### src/hw/rtl/jvr_pkg.sv
// Shared types and constants of the joystick velocity ramp.
// No dependencies.
package jvr_pkg;

  localparam int JVR_SAMPLE_BITS   = 16;
  localparam int JVR_VELOCITY_BITS = 24;
  localparam int JVR_COUNTER_BITS  = 16;
  localparam int JVR_FIFO_DEPTH    = 4;

  localparam int SPEED_W = 20;  // max and step registers
  localparam int THR_W   = 16;  // deadzone, timeout, snap
  localparam int OUT_W   = 24;  // command width on the output beat
  localparam int USER_W  = 3;

  localparam int CFG_ADDR_W = 5;
  localparam int CFG_DATA_W = 32;

  typedef enum logic {
    OP_SAMPLE = 1'b0,
    OP_TICK   = 1'b1
  } op_t;

  typedef enum logic [2:0] {
    REG_LIN_SPEED_CAP  = 3'd0,
    REG_ANG_SPEED_CAP  = 3'd1,
    REG_STRAIGHT_MODE  = 3'd2,
    REG_LINEAR_STEP    = 3'd3,
    REG_ANGULAR_STEP   = 3'd4,
    REG_DEADZONE       = 3'd5,
    REG_TIMEOUT_TICKS  = 3'd6,
    REG_SNAP_THRESHOLD = 3'd7
  } reg_idx_t;

  typedef struct packed {
    logic [SPEED_W-1:0] lin_speed_cap;
    logic [SPEED_W-1:0] ang_speed_cap;
    logic               straight_mode;
    logic [SPEED_W-1:0] linear_step;
    logic [SPEED_W-1:0] angular_step;
    logic [THR_W-1:0]   deadzone;
    logic [THR_W-1:0]   timeout_ticks;
    logic [THR_W-1:0]   snap_threshold;
  } jvr_cfg_t;

  localparam jvr_cfg_t CFG_RESET = '{
    lin_speed_cap:  20'd13107,
    ang_speed_cap:  20'd65536,
    straight_mode:  1'b0,
    linear_step:    20'd218,
    angular_step:   20'd2840,
    deadzone:       16'd2294,
    timeout_ticks:  16'd30,
    snap_threshold: 16'd66
  };

  // Classification of one beat as it travels from front to back.
  typedef struct packed {
    op_t  opcode;
    logic deadman_held;
    logic axes_present;
  } jvr_ctl_t;

endpackage

### src/hw/rtl/joystick_velocity_ramp.sv
// Joystick velocity ramp, top level.
// Depends on jvr_pkg, jvr_regs, jvr_front, jvr_fifo and jvr_back.
//
// Usage
//   in_*  : one beat per joystick sample or control tick (in_tuser[0] is the
//           opcode: 0 sample, 1 tick). Samples update the velocity targets
//           and produce nothing; every tick produces exactly one out_* beat
//           with the ramped linear and angular commands.
//   cfg_* : APB-style register port, registers at byte address 4*index,
//           pready always high. Write only while the block is idle.
//   Throughput: one beat per cycle on in_*, sustained, as long as out_* is
//   drained. A tick accepted on in_* passes the multiply stage, the queue
//   and the output register, in that order, before it shows on out_*.
//   Each tick's ramp reads the currents left by the previous tick, a loop
//   closed inside the back end, which sets the one-beat-per-cycle rate.
//   Reset (rst_n low, synchronous) restores the register defaults, zeroes
//   targets, currents and the watchdog count, and empties the queue.
//   When out_tready is low, the result is held; samples keep draining from
//   the queue, ticks wait behind it, and in_tready drops once the
//   four-entry queue and the multiply stage are full.
module joystick_velocity_ramp #(
  parameter int SAMPLE_BITS   = jvr_pkg::JVR_SAMPLE_BITS,
  parameter int VELOCITY_BITS = jvr_pkg::JVR_VELOCITY_BITS,
  parameter int COUNTER_BITS  = jvr_pkg::JVR_COUNTER_BITS,
  parameter int FIFO_DEPTH    = jvr_pkg::JVR_FIFO_DEPTH
) (
  input  logic                              clk,
  input  logic                              rst_n,
  input  logic                              in_tvalid,
  output logic                              in_tready,
  // [SAMPLE_BITS-1:0] raw_linear, [2*SAMPLE_BITS-1:SAMPLE_BITS] raw_angular
  input  logic [((2*SAMPLE_BITS+7)/8)*8-1:0] in_tdata,
  // [0] opcode, [1] deadman_held, [2] axes_present
  input  logic [jvr_pkg::USER_W-1:0]        in_tuser,
  output logic                              out_tvalid,
  input  logic                              out_tready,
  // [23:0] linear_command, [47:24] angular_command
  output logic [2*jvr_pkg::OUT_W-1:0]       out_tdata,
  input  logic                              cfg_psel,
  input  logic                              cfg_penable,
  input  logic                              cfg_pwrite,
  input  logic [jvr_pkg::CFG_ADDR_W-1:0]    cfg_paddr,
  input  logic [jvr_pkg::CFG_DATA_W-1:0]    cfg_pwdata,
  output logic [jvr_pkg::CFG_DATA_W-1:0]    cfg_prdata,
  output logic                              cfg_pready
);
  import jvr_pkg::*;

  localparam int V      = VELOCITY_BITS;
  localparam int CTL_W  = $bits(jvr_ctl_t);
  localparam int ENTRY_W = CTL_W + 2 * V;

  jvr_cfg_t            cfg;
  jvr_ctl_t            in_ctl, push_ctl, head_ctl;
  logic                push, pop, fifo_full, fifo_empty;
  logic signed [V-1:0] push_lin_tgt, push_ang_tgt;
  logic [ENTRY_W-1:0]  head;
  logic [OUT_W-1:0]    out_linear, out_angular;

  assign in_ctl.opcode       = op_t'(in_tuser[0]);
  assign in_ctl.deadman_held = in_tuser[1];
  assign in_ctl.axes_present = in_tuser[2];

  jvr_regs u_regs (
    .clk     (clk),
    .rst_n   (rst_n),
    .psel    (cfg_psel),
    .penable (cfg_penable),
    .pwrite  (cfg_pwrite),
    .paddr   (cfg_paddr),
    .pwdata  (cfg_pwdata),
    .prdata  (cfg_prdata),
    .pready  (cfg_pready),
    .cfg     (cfg)
  );

  jvr_front #(
    .SAMPLE_BITS   (SAMPLE_BITS),
    .VELOCITY_BITS (VELOCITY_BITS)
  ) u_front (
    .clk          (clk),
    .rst_n        (rst_n),
    .cfg          (cfg),
    .in_valid     (in_tvalid),
    .in_ready     (in_tready),
    .in_ctl       (in_ctl),
    .raw_linear   (in_tdata[SAMPLE_BITS-1:0]),
    .raw_angular  (in_tdata[2*SAMPLE_BITS-1:SAMPLE_BITS]),
    .push         (push),
    .fifo_full    (fifo_full),
    .push_ctl     (push_ctl),
    .push_lin_tgt (push_lin_tgt),
    .push_ang_tgt (push_ang_tgt)
  );

  jvr_fifo #(
    .WIDTH (ENTRY_W),
    .DEPTH (FIFO_DEPTH)
  ) u_fifo (
    .clk       (clk),
    .rst_n     (rst_n),
    .push      (push),
    .push_data ({push_ang_tgt, push_lin_tgt, push_ctl}),
    .full      (fifo_full),
    .pop       (pop),
    .head      (head),
    .empty     (fifo_empty)
  );

  assign head_ctl = jvr_ctl_t'(head[CTL_W-1:0]);

  jvr_back #(
    .VELOCITY_BITS (VELOCITY_BITS),
    .COUNTER_BITS  (COUNTER_BITS)
  ) u_back (
    .clk          (clk),
    .rst_n        (rst_n),
    .cfg          (cfg),
    .fifo_empty   (fifo_empty),
    .head_ctl     (head_ctl),
    .head_lin_tgt (head[CTL_W +: V]),
    .head_ang_tgt (head[CTL_W + V +: V]),
    .pop          (pop),
    .out_valid    (out_tvalid),
    .out_ready    (out_tready),
    .out_linear   (out_linear),
    .out_angular  (out_angular)
  );

  assign out_tdata = {out_angular, out_linear};

endmodule

### src/hw/rtl/jvr_regs.sv
// APB-style configuration register file.
// Depends on jvr_pkg.
module jvr_regs (
  input  logic                          clk,
  input  logic                          rst_n,
  input  logic                          psel,
  input  logic                          penable,
  input  logic                          pwrite,
  input  logic [jvr_pkg::CFG_ADDR_W-1:0] paddr,
  input  logic [jvr_pkg::CFG_DATA_W-1:0] pwdata,
  output logic [jvr_pkg::CFG_DATA_W-1:0] prdata,
  output logic                          pready,
  output jvr_pkg::jvr_cfg_t             cfg
);
  import jvr_pkg::*;

  jvr_cfg_t cfg_r, cfg_nxt;
  reg_idx_t idx;
  logic     wr_en;

  assign pready = 1'b1;
  assign idx    = reg_idx_t'(paddr[CFG_ADDR_W-1:2]);
  assign wr_en  = psel & penable & pwrite & pready;
  assign cfg    = cfg_r;

  always_comb begin
    cfg_nxt = cfg_r;
    if (wr_en) begin
      unique case (idx)
        REG_LIN_SPEED_CAP:  cfg_nxt.lin_speed_cap  = pwdata[SPEED_W-1:0];
        REG_ANG_SPEED_CAP:  cfg_nxt.ang_speed_cap  = pwdata[SPEED_W-1:0];
        REG_STRAIGHT_MODE:  cfg_nxt.straight_mode  = pwdata[0];
        REG_LINEAR_STEP:    cfg_nxt.linear_step    = pwdata[SPEED_W-1:0];
        REG_ANGULAR_STEP:   cfg_nxt.angular_step   = pwdata[SPEED_W-1:0];
        REG_DEADZONE:       cfg_nxt.deadzone       = pwdata[THR_W-1:0];
        REG_TIMEOUT_TICKS:  cfg_nxt.timeout_ticks  = pwdata[THR_W-1:0];
        REG_SNAP_THRESHOLD: cfg_nxt.snap_threshold = pwdata[THR_W-1:0];
        default:            cfg_nxt = cfg_r;
      endcase
    end
  end

  always_comb begin
    unique case (idx)
      REG_LIN_SPEED_CAP:  prdata = CFG_DATA_W'(cfg_r.lin_speed_cap);
      REG_ANG_SPEED_CAP:  prdata = CFG_DATA_W'(cfg_r.ang_speed_cap);
      REG_STRAIGHT_MODE:  prdata = CFG_DATA_W'(cfg_r.straight_mode);
      REG_LINEAR_STEP:    prdata = CFG_DATA_W'(cfg_r.linear_step);
      REG_ANGULAR_STEP:   prdata = CFG_DATA_W'(cfg_r.angular_step);
      REG_DEADZONE:       prdata = CFG_DATA_W'(cfg_r.deadzone);
      REG_TIMEOUT_TICKS:  prdata = CFG_DATA_W'(cfg_r.timeout_ticks);
      REG_SNAP_THRESHOLD: prdata = CFG_DATA_W'(cfg_r.snap_threshold);
      default:            prdata = '0;
    endcase
  end

  always_ff @(posedge clk) begin
    if (!rst_n) begin
      cfg_r <= CFG_RESET;
    end else begin
      cfg_r <= cfg_nxt;
    end
  end

endmodule

### src/hw/rtl/jvr_front.sv
// Front end: accepts beats, applies deadzone and scales axes into targets.
// Depends on jvr_pkg. Feeds jvr_fifo.
module jvr_front #(
  parameter int SAMPLE_BITS   = jvr_pkg::JVR_SAMPLE_BITS,
  parameter int VELOCITY_BITS = jvr_pkg::JVR_VELOCITY_BITS
) (
  input  logic                            clk,
  input  logic                            rst_n,
  input  jvr_pkg::jvr_cfg_t               cfg,
  input  logic                            in_valid,
  output logic                            in_ready,
  input  jvr_pkg::jvr_ctl_t               in_ctl,
  input  logic signed [SAMPLE_BITS-1:0]   raw_linear,
  input  logic signed [SAMPLE_BITS-1:0]   raw_angular,
  output logic                            push,
  input  logic                            fifo_full,
  output jvr_pkg::jvr_ctl_t               push_ctl,
  output logic signed [VELOCITY_BITS-1:0] push_lin_tgt,
  output logic signed [VELOCITY_BITS-1:0] push_ang_tgt
);
  import jvr_pkg::*;

  localparam int PW  = SAMPLE_BITS + SPEED_W;           // product
  localparam int RW  = PW + 1 - (SAMPLE_BITS - 1);      // rounded, shifted
  localparam int WW  = ((VELOCITY_BITS > RW) ? VELOCITY_BITS : RW) + 1;
  localparam int DZW = (SAMPLE_BITS > THR_W) ? SAMPLE_BITS : THR_W;
  localparam logic [63:0] HI64 = (64'd1 << (VELOCITY_BITS - 1)) - 64'd1;
  localparam logic signed [WW-1:0] SAT_HI = WW'(HI64);
  localparam logic signed [WW-1:0] SAT_LO = -SAT_HI - WW'(1);
  localparam logic [PW:0] HALF = (PW + 1)'(64'd1 << (SAMPLE_BITS - 2));

  logic                   s1_valid_r, s1_valid_nxt;
  jvr_ctl_t               s1_ctl_r;
  logic [PW-1:0]          s1_lin_prod_r, s1_ang_prod_r;
  logic                   s1_lin_neg_r, s1_ang_neg_r;
  logic                   s1_lin_zero_r, s1_ang_zero_r;

  logic [SAMPLE_BITS-1:0] lin_mag, ang_mag;
  logic                   lin_dz, ang_dz;
  logic                   accept;

  function automatic logic [SAMPLE_BITS-1:0] mag_s(input logic signed [SAMPLE_BITS-1:0] a);
    return a[SAMPLE_BITS-1] ? SAMPLE_BITS'(-a) : SAMPLE_BITS'(a);
  endfunction

  // Round half away from zero on the magnitude, restore sign, saturate.
  function automatic logic signed [VELOCITY_BITS-1:0] finish(
    input logic [PW-1:0] prod, input logic neg, input logic zero);
    logic [PW:0]           rnd;
    logic [RW-1:0]         p;
    logic signed [WW-1:0]  v;
    logic signed [VELOCITY_BITS-1:0] r;
    rnd = (PW + 1)'(prod) + HALF;
    p   = rnd[PW -: RW];
    v   = neg ? -$signed(WW'(p)) : $signed(WW'(p));
    if (zero)            r = '0;
    else if (v > SAT_HI) r = VELOCITY_BITS'(SAT_HI);
    else if (v < SAT_LO) r = VELOCITY_BITS'(SAT_LO);
    else                 r = VELOCITY_BITS'(v);
    return r;
  endfunction

  assign lin_mag  = mag_s(raw_linear);
  assign ang_mag  = mag_s(raw_angular);
  assign lin_dz   = DZW'(lin_mag) < DZW'(cfg.deadzone);
  assign ang_dz   = DZW'(ang_mag) < DZW'(cfg.deadzone);

  assign in_ready = !s1_valid_r || !fifo_full;
  assign accept   = in_valid && in_ready;
  assign push     = s1_valid_r && !fifo_full;

  always_comb begin
    s1_valid_nxt = s1_valid_r;
    if (accept)    s1_valid_nxt = 1'b1;
    else if (push) s1_valid_nxt = 1'b0;
  end

  assign push_ctl     = s1_ctl_r;
  assign push_lin_tgt = finish(s1_lin_prod_r, s1_lin_neg_r, s1_lin_zero_r);
  assign push_ang_tgt = finish(s1_ang_prod_r, s1_ang_neg_r, s1_ang_zero_r);

  always_ff @(posedge clk) begin
    if (!rst_n) begin
      s1_valid_r <= 1'b0;
    end else begin
      s1_valid_r <= s1_valid_nxt;
    end
  end

  always_ff @(posedge clk) begin
    if (accept) begin
      s1_ctl_r      <= in_ctl;
      s1_lin_prod_r <= PW'(lin_mag) * PW'(cfg.lin_speed_cap);
      s1_ang_prod_r <= PW'(ang_mag) * PW'(cfg.ang_speed_cap);
      s1_lin_neg_r  <= raw_linear[SAMPLE_BITS-1];
      s1_ang_neg_r  <= raw_angular[SAMPLE_BITS-1];
      s1_lin_zero_r <= lin_dz;
      s1_ang_zero_r <= ang_dz || cfg.straight_mode;
    end
  end

endmodule

### src/hw/rtl/jvr_fifo.sv
// Short register queue between the front and back ends.
// Depends on jvr_pkg for the default depth.
module jvr_fifo #(
  parameter int WIDTH = 8,
  parameter int DEPTH = jvr_pkg::JVR_FIFO_DEPTH
) (
  input  logic             clk,
  input  logic             rst_n,
  input  logic             push,
  input  logic [WIDTH-1:0] push_data,
  output logic             full,
  input  logic             pop,
  output logic [WIDTH-1:0] head,
  output logic             empty
);
  localparam int PTR_W = (DEPTH > 1) ? $clog2(DEPTH) : 1;
  localparam int CNT_W = $clog2(DEPTH + 1);

  logic [WIDTH-1:0] mem_r [DEPTH];
  logic [PTR_W-1:0] wr_ptr_r, wr_ptr_nxt, rd_ptr_r, rd_ptr_nxt;
  logic [CNT_W-1:0] count_r, count_nxt;
  logic             do_push, do_pop;

  assign full    = count_r == CNT_W'(DEPTH);
  assign empty   = count_r == '0;
  assign do_push = push && !full;
  assign do_pop  = pop && !empty;
  assign head    = mem_r[rd_ptr_r];

  function automatic logic [PTR_W-1:0] bump(input logic [PTR_W-1:0] p);
    return (p == PTR_W'(DEPTH - 1)) ? '0 : p + PTR_W'(1);
  endfunction

  always_comb begin
    wr_ptr_nxt = do_push ? bump(wr_ptr_r) : wr_ptr_r;
    rd_ptr_nxt = do_pop  ? bump(rd_ptr_r) : rd_ptr_r;
    count_nxt  = count_r + CNT_W'(do_push) - CNT_W'(do_pop);
  end

  always_ff @(posedge clk) begin
    if (!rst_n) begin
      wr_ptr_r <= '0;
      rd_ptr_r <= '0;
      count_r  <= '0;
    end else begin
      wr_ptr_r <= wr_ptr_nxt;
      rd_ptr_r <= rd_ptr_nxt;
      count_r  <= count_nxt;
    end
  end

  always_ff @(posedge clk) begin
    if (do_push) begin
      mem_r[wr_ptr_r] <= push_data;
    end
  end

endmodule

### src/hw/rtl/jvr_back.sv
// Back end: holds targets and currents, runs watchdog, ramp and snap on ticks.
// Depends on jvr_pkg. Drains jvr_fifo and owns the output register.
module jvr_back #(
  parameter int VELOCITY_BITS = jvr_pkg::JVR_VELOCITY_BITS,
  parameter int COUNTER_BITS  = jvr_pkg::JVR_COUNTER_BITS
) (
  input  logic                            clk,
  input  logic                            rst_n,
  input  jvr_pkg::jvr_cfg_t               cfg,
  input  logic                            fifo_empty,
  input  jvr_pkg::jvr_ctl_t               head_ctl,
  input  logic signed [VELOCITY_BITS-1:0] head_lin_tgt,
  input  logic signed [VELOCITY_BITS-1:0] head_ang_tgt,
  output logic                            pop,
  output logic                            out_valid,
  input  logic                            out_ready,
  output logic [jvr_pkg::OUT_W-1:0]       out_linear,
  output logic [jvr_pkg::OUT_W-1:0]       out_angular
);
  import jvr_pkg::*;

  localparam int V   = VELOCITY_BITS;
  localparam int DW  = V + 1;
  localparam int CW  = ((DW > SPEED_W) ? DW : SPEED_W) + 1;
  localparam int SW  = ((V > SPEED_W) ? V : SPEED_W) + 2;
  localparam int MW  = (V > THR_W) ? V : THR_W;
  localparam int KW  = (COUNTER_BITS > THR_W) ? COUNTER_BITS : THR_W;

  logic signed [V-1:0]     lin_tgt_r, lin_tgt_nxt, ang_tgt_r, ang_tgt_nxt;
  logic signed [V-1:0]     lin_cur_r, lin_cur_nxt, ang_cur_r, ang_cur_nxt;
  logic [COUNTER_BITS-1:0] ticks_r, ticks_nxt, ticks_inc;
  logic                    out_valid_r, out_valid_nxt;
  logic [OUT_W-1:0]        out_lin_r, out_ang_r;

  logic signed [V-1:0]     t_lin_tgt, t_ang_tgt, r_lin, r_ang;
  logic                    fire, snap, do_tick;

  function automatic logic [V-1:0] mag_v(input logic signed [V-1:0] x);
    return x[V-1] ? V'(-x) : V'(x);
  endfunction

  function automatic logic signed [V-1:0] ramp(
    input logic signed [V-1:0] cur, input logic signed [V-1:0] tgt,
    input logic [SPEED_W-1:0] step);
    logic signed [DW-1:0] diff;
    logic [DW-1:0]        adiff;
    logic signed [SW-1:0] moved;
    diff  = DW'(tgt) - DW'(cur);
    adiff = diff[DW-1] ? DW'(-diff) : DW'(diff);
    moved = diff[DW-1] ? SW'(cur) - $signed(SW'(step)) : SW'(cur) + $signed(SW'(step));
    return (CW'(adiff) <= CW'(step)) ? tgt : V'(moved);
  endfunction

  assign ticks_inc = (&ticks_r) ? ticks_r : ticks_r + COUNTER_BITS'(1);
  assign fire      = KW'(ticks_inc) > KW'(cfg.timeout_ticks);
  assign t_lin_tgt = fire ? '0 : lin_tgt_r;
  assign t_ang_tgt = fire ? '0 : ang_tgt_r;
  assign r_lin     = ramp(lin_cur_r, t_lin_tgt, cfg.linear_step);
  assign r_ang     = ramp(ang_cur_r, t_ang_tgt, cfg.angular_step);
  assign snap      = (MW'(mag_v(r_lin))     < MW'(cfg.snap_threshold)) &&
                     (MW'(mag_v(r_ang))     < MW'(cfg.snap_threshold)) &&
                     (MW'(mag_v(t_lin_tgt)) < MW'(cfg.snap_threshold)) &&
                     (MW'(mag_v(t_ang_tgt)) < MW'(cfg.snap_threshold));

  // A sample never waits on the output side; a tick needs the output slot.
  assign pop     = !fifo_empty &&
                   ((head_ctl.opcode == OP_SAMPLE) || !out_valid_r || out_ready);
  assign do_tick = pop && (head_ctl.opcode == OP_TICK);

  always_comb begin
    lin_tgt_nxt   = lin_tgt_r;
    ang_tgt_nxt   = ang_tgt_r;
    lin_cur_nxt   = lin_cur_r;
    ang_cur_nxt   = ang_cur_r;
    ticks_nxt     = ticks_r;
    out_valid_nxt = out_valid_r && !out_ready;
    if (pop) begin
      unique case (head_ctl.opcode)
        OP_SAMPLE: begin
          ticks_nxt = '0;
          if (!head_ctl.deadman_held) begin
            lin_tgt_nxt = '0;
            ang_tgt_nxt = '0;
          end else if (head_ctl.axes_present) begin
            lin_tgt_nxt = head_lin_tgt;
            ang_tgt_nxt = head_ang_tgt;
          end
        end
        OP_TICK: begin
          ticks_nxt     = ticks_inc;
          lin_tgt_nxt   = t_lin_tgt;
          ang_tgt_nxt   = t_ang_tgt;
          lin_cur_nxt   = snap ? '0 : r_lin;
          ang_cur_nxt   = snap ? '0 : r_ang;
          out_valid_nxt = 1'b1;
        end
        default: ticks_nxt = ticks_r;
      endcase
    end
  end

  assign out_valid   = out_valid_r;
  assign out_linear  = out_lin_r;
  assign out_angular = out_ang_r;

  always_ff @(posedge clk) begin
    if (!rst_n) begin
      lin_tgt_r   <= '0;
      ang_tgt_r   <= '0;
      lin_cur_r   <= '0;
      ang_cur_r   <= '0;
      ticks_r     <= '0;
      out_valid_r <= 1'b0;
    end else begin
      lin_tgt_r   <= lin_tgt_nxt;
      ang_tgt_r   <= ang_tgt_nxt;
      lin_cur_r   <= lin_cur_nxt;
      ang_cur_r   <= ang_cur_nxt;
      ticks_r     <= ticks_nxt;
      out_valid_r <= out_valid_nxt;
    end
  end

  always_ff @(posedge clk) begin
    if (do_tick) begin
      out_lin_r <= OUT_W'(lin_cur_nxt);
      out_ang_r <= OUT_W'(ang_cur_nxt);
    end
  end

endmodule

### config.mk
export PLATFORM = sky130hd
export DESIGN_NAME = joystick_velocity_ramp
export DESIGN_NICKNAME = d
export VERILOG_FILES = /design/src/hw/rtl/jvr_pkg.sv /design/src/hw/rtl/joystick_velocity_ramp.sv /design/src/hw/rtl/jvr_regs.sv /design/src/hw/rtl/jvr_front.sv /design/src/hw/rtl/jvr_fifo.sv /design/src/hw/rtl/jvr_back.sv
export SDC_FILE = /design/constraint.sdc
export NUM_CORES = 2
export LEC_CHECK = 0
export BUFFER_PORTS_ARGS = -buffer_cell sky130_fd_sc_hd__buf_4
export CORE_ASPECT_RATIO = 1.5
export CORE_MARGIN = 2
export CORE_UTILIZATION = 65
export DETAILED_ROUTE_END_ITERATION = 8
export PLACE_DENSITY = 0.83
export SYNTH_ARGS = -nofsm -noshare
export SYNTH_HDL_FRONTEND = slang
export SYNTH_HIERARCHICAL = 1
export SYNTH_SLANG_ARGS = --single-unit
### constraint.sdc
create_clock -name clk -period 18 [get_ports clk]
set_input_delay 0.9 -clock clk [delete_from_list [all_inputs] [get_ports clk]]
set_output_delay 0.9 -clock clk [all_outputs]
set_load 0.1 [all_outputs]
==> flow_summary.toml <==
[global_route]
antenna_found_initial = 8
grt_pass1_vias = 52333
grt-ovfl-total = 0
track_usage_pct = 43.3
grt_pass1_wl_um = 310000
grt_start_max_net_pins = 91

[logic_synthesis]
netlist_instances = 6827
avgSynthCellArea_um2 = 8.85
synth-edff-count = 303
syn-cell-area_mm2 = 0.0604
yosys.area.top_type = "fa_1"
synth_ff_type = "edfxtp_1"
yosys_warnings = 6
synth_seq_cells = 555
ys_seq_area_share_pct = 23.4
synthArstFlopShare_pct = 0
netlist_top_cells_area = "fa_1 17%, edfxtp_1 15%, ha_1 9.7%, dfxtp_1 8.4%, inv_1 4.9%"
yosysTopAreaCellShare_pct = 16.6
ys_types = 121

[route]
vias = 52770
drtIter0Drc = 5303
wl_per_cell_um = 25.8
antenna_left = 0
drt-total-wl_um = 206000
dr.pass1.iters = 9
drc = 7
vias_per_cell = 6.60

[clocking]
cts-buffers-inserted = 53
holdBufCountCts = 0
cts_sinks = 555
htreeDepth = 2
post_cts_resized = 0
postCtsSetupBuffers = 0
cts_tree = "built"
clockBufferDepth = 3
clk_pin_slew_ps = 70
ctsRootBufferMaster = "clkbuf_16"
clk_latency_ps = 710

[worst_setup_path]
endpoint_kind = "flop"
critPathRequiredTime_ps = 18340
worstSetupPathType = "flop to flop"
cp_slowest_cell = "o21ai_0"
critPathMaxStageDelay_ps = 650
critical_path.max_fanout = 39
critPathLaunchType = "flop"
worstPathArrival_ps = 17430

[floorplanning]
die_h_um = 377
start_util_pct = 65.7
core_area_mm2 = 0.0919
rows = 136
pin_count = 162
die_area_mm2 = 0.0954
die_w_um = 253

[flow_run]
maxCapViolCount = 0

[timing]
setup_viol = 0
min_period_ps = 17090
rsz0062_at_grt = "no"
post-route-period-util_pct = 94.9
fin_worst_skew_ps = 76.1
max_clock_freq_mhz = 58.5
worstMarginPinSlew_ps = 1280
slew_violations = 0
max_slew_margin_pct = 14.9
hold_viol_final = 0
fin_setup_tns_ps = 0

[placement]
portBuffers = 134
gp_congestion = 1.07
dpl.hpwl_um = 159000

[final_layout]
layout.nets = 7827
syn2layout_area_growth_pct = 6.32
drive_above_1_share_pct = 8.65

[min_path]
hp-class = "primary input to flop"

[outcome]
violations = "DRC"
status = "finished, violations left"
-- cells in the mapped netlist, types with 236 or more instances --
master,instances
inv_1,781
edfxtp_1,303
and2_1,333
clkbuf_1,267
fa_1,501
nand2_1,733
a21oi_1,281
nor2_1,430
ha_1,470
dfxtp_1,252
nand3_1,236
o21ai_0,283
-- metrics by stage --
stage	utilization [%]	instances	hold WS [ps]	setup slack [ps]	instance area, um^2
finish	69.9	8001	429	912	64200
global route	69.9	7995	413	82.6	64200
CTS	69.9	7995	412	1480	64200
detailed placement	67.8	7895	476	1570	62300
global placement	67.8	7895	451	1790	62300
floorplan	-	6838	442	3740	60400
-- layer usage --
metal	global-route usage [%]	vias to the layer above	part of all wire (%)	routed length [um]
li1	-	23324	-	-
met1	47.8	25355	34	69400
met2	69.7	3064	46	94700
met3	8.38	1021	8.8	18200
met4	41.1	6	12	24100
met5	0	-	0.020	41
-- layout by cell type, fill, tap and decap left out, types with 21 or more instances in the layout --
cell,instances
or3_1,37
o21a_1,52
ha_1,470
a21o_1,91
nor4_1,32
or4_1,21
clkbuf_16,54
xor2_1,126
a22o_1,51
edfxtp_1,303
or2_2,27
mux4_2,51
a31oi_1,50
o31ai_1,47
nor2b_1,101
a211oi_1,91
fa_1,501
xnor2_1,208
nor2_1,429
o211ai_1,38
nand3_2,26
o21ai_0,283
buf_4,251
nand2b_1,42
nand3_1,236
o21ai_2,31
and3_1,47
o21bai_1,23
nand2_1,732
inv_1,781
a22oi_1,75
a21oi_1,281
mux2i_1,50
o21ai_1,25
and2_1,327
dfxtp_1,250
nand4_1,79
nor3_1,102
-- state kept, by name (all words and copies together) (netlist names), 2 cells and up, named ones only --
register / cells
u_fifo/mem_r: 204
u_regs/cfg: 129
u_back/ang_cur_r: 24
u_back/ang_tgt_r: 24
u_back/lin_cur_r: 24
u_back/lin_tgt_r: 24
u_back/out_angular: 24
u_back/out_linear: 24
u_front/s1_ang_prod_r: 22
u_front/s1_lin_prod_r: 22
u_back/ticks_r: 16
u_fifo/count_r: 3
u_front/push_ctl: 3
u_fifo/rd_ptr_r: 2
u_fifo/wr_ptr_r: 2
-- worst max-delay path: cells and delay by family, from the launching register on --
family                   cells  cell delay (ps)
adder cells (fa/ha/maj)      5             1620
buffers and inverters        6             1290
flip-flops                   1              450
AND/OR/NAND/NOR             32             8340
XOR/XNOR                     3              430
AO/OA/AOI/OAI               21             4520
-- cell families after synthesis --
group	count (synthesis)	share of synthesized area (%)
and+or+nand+nor	2339	19.5
AOI/OAI and AO/OA	1339	14.9
buffers and inverters	1159	7.83
adders and majority gates	971	26.3
DFF	555	23.4
xor gates and xnor gates	352	5.14
muxes	110	2.93
other	2	0.0124
-- area by class of cell --
cell class / instances / area, um^2
Multi-Input combinational cell: 5124 / 41800
Fill cell: 7100 / 27700
Sequential cell: 555 / 14100
Inverter: 787 / 2960
Timing Repair Buffer: 256 / 1980
Tap cell: 1173 / 1470
Clock buffer: 58 / 1400
Clock inverter: 42 / 485
Antenna cell: 6 / 15.0
-- final timing paths --
kind	cells past startpoint	to	slack (ps)	startpoint
max	67	u_back/out_angular[22]	910	u_back/ticks_r[4]
min	1	u_front/push_ctl[2]	430	in_tuser[0]
min reg2reg	2	u_regs/cfg[67]	490	u_regs/cfg[67]
max reg2reg	67	u_back/out_angular[22]	910	u_back/ticks_r[4]
Power is left out: the tool's default activity adds up to more than one toggle a clock period on the data nets, which glitch-free logic cannot reach.
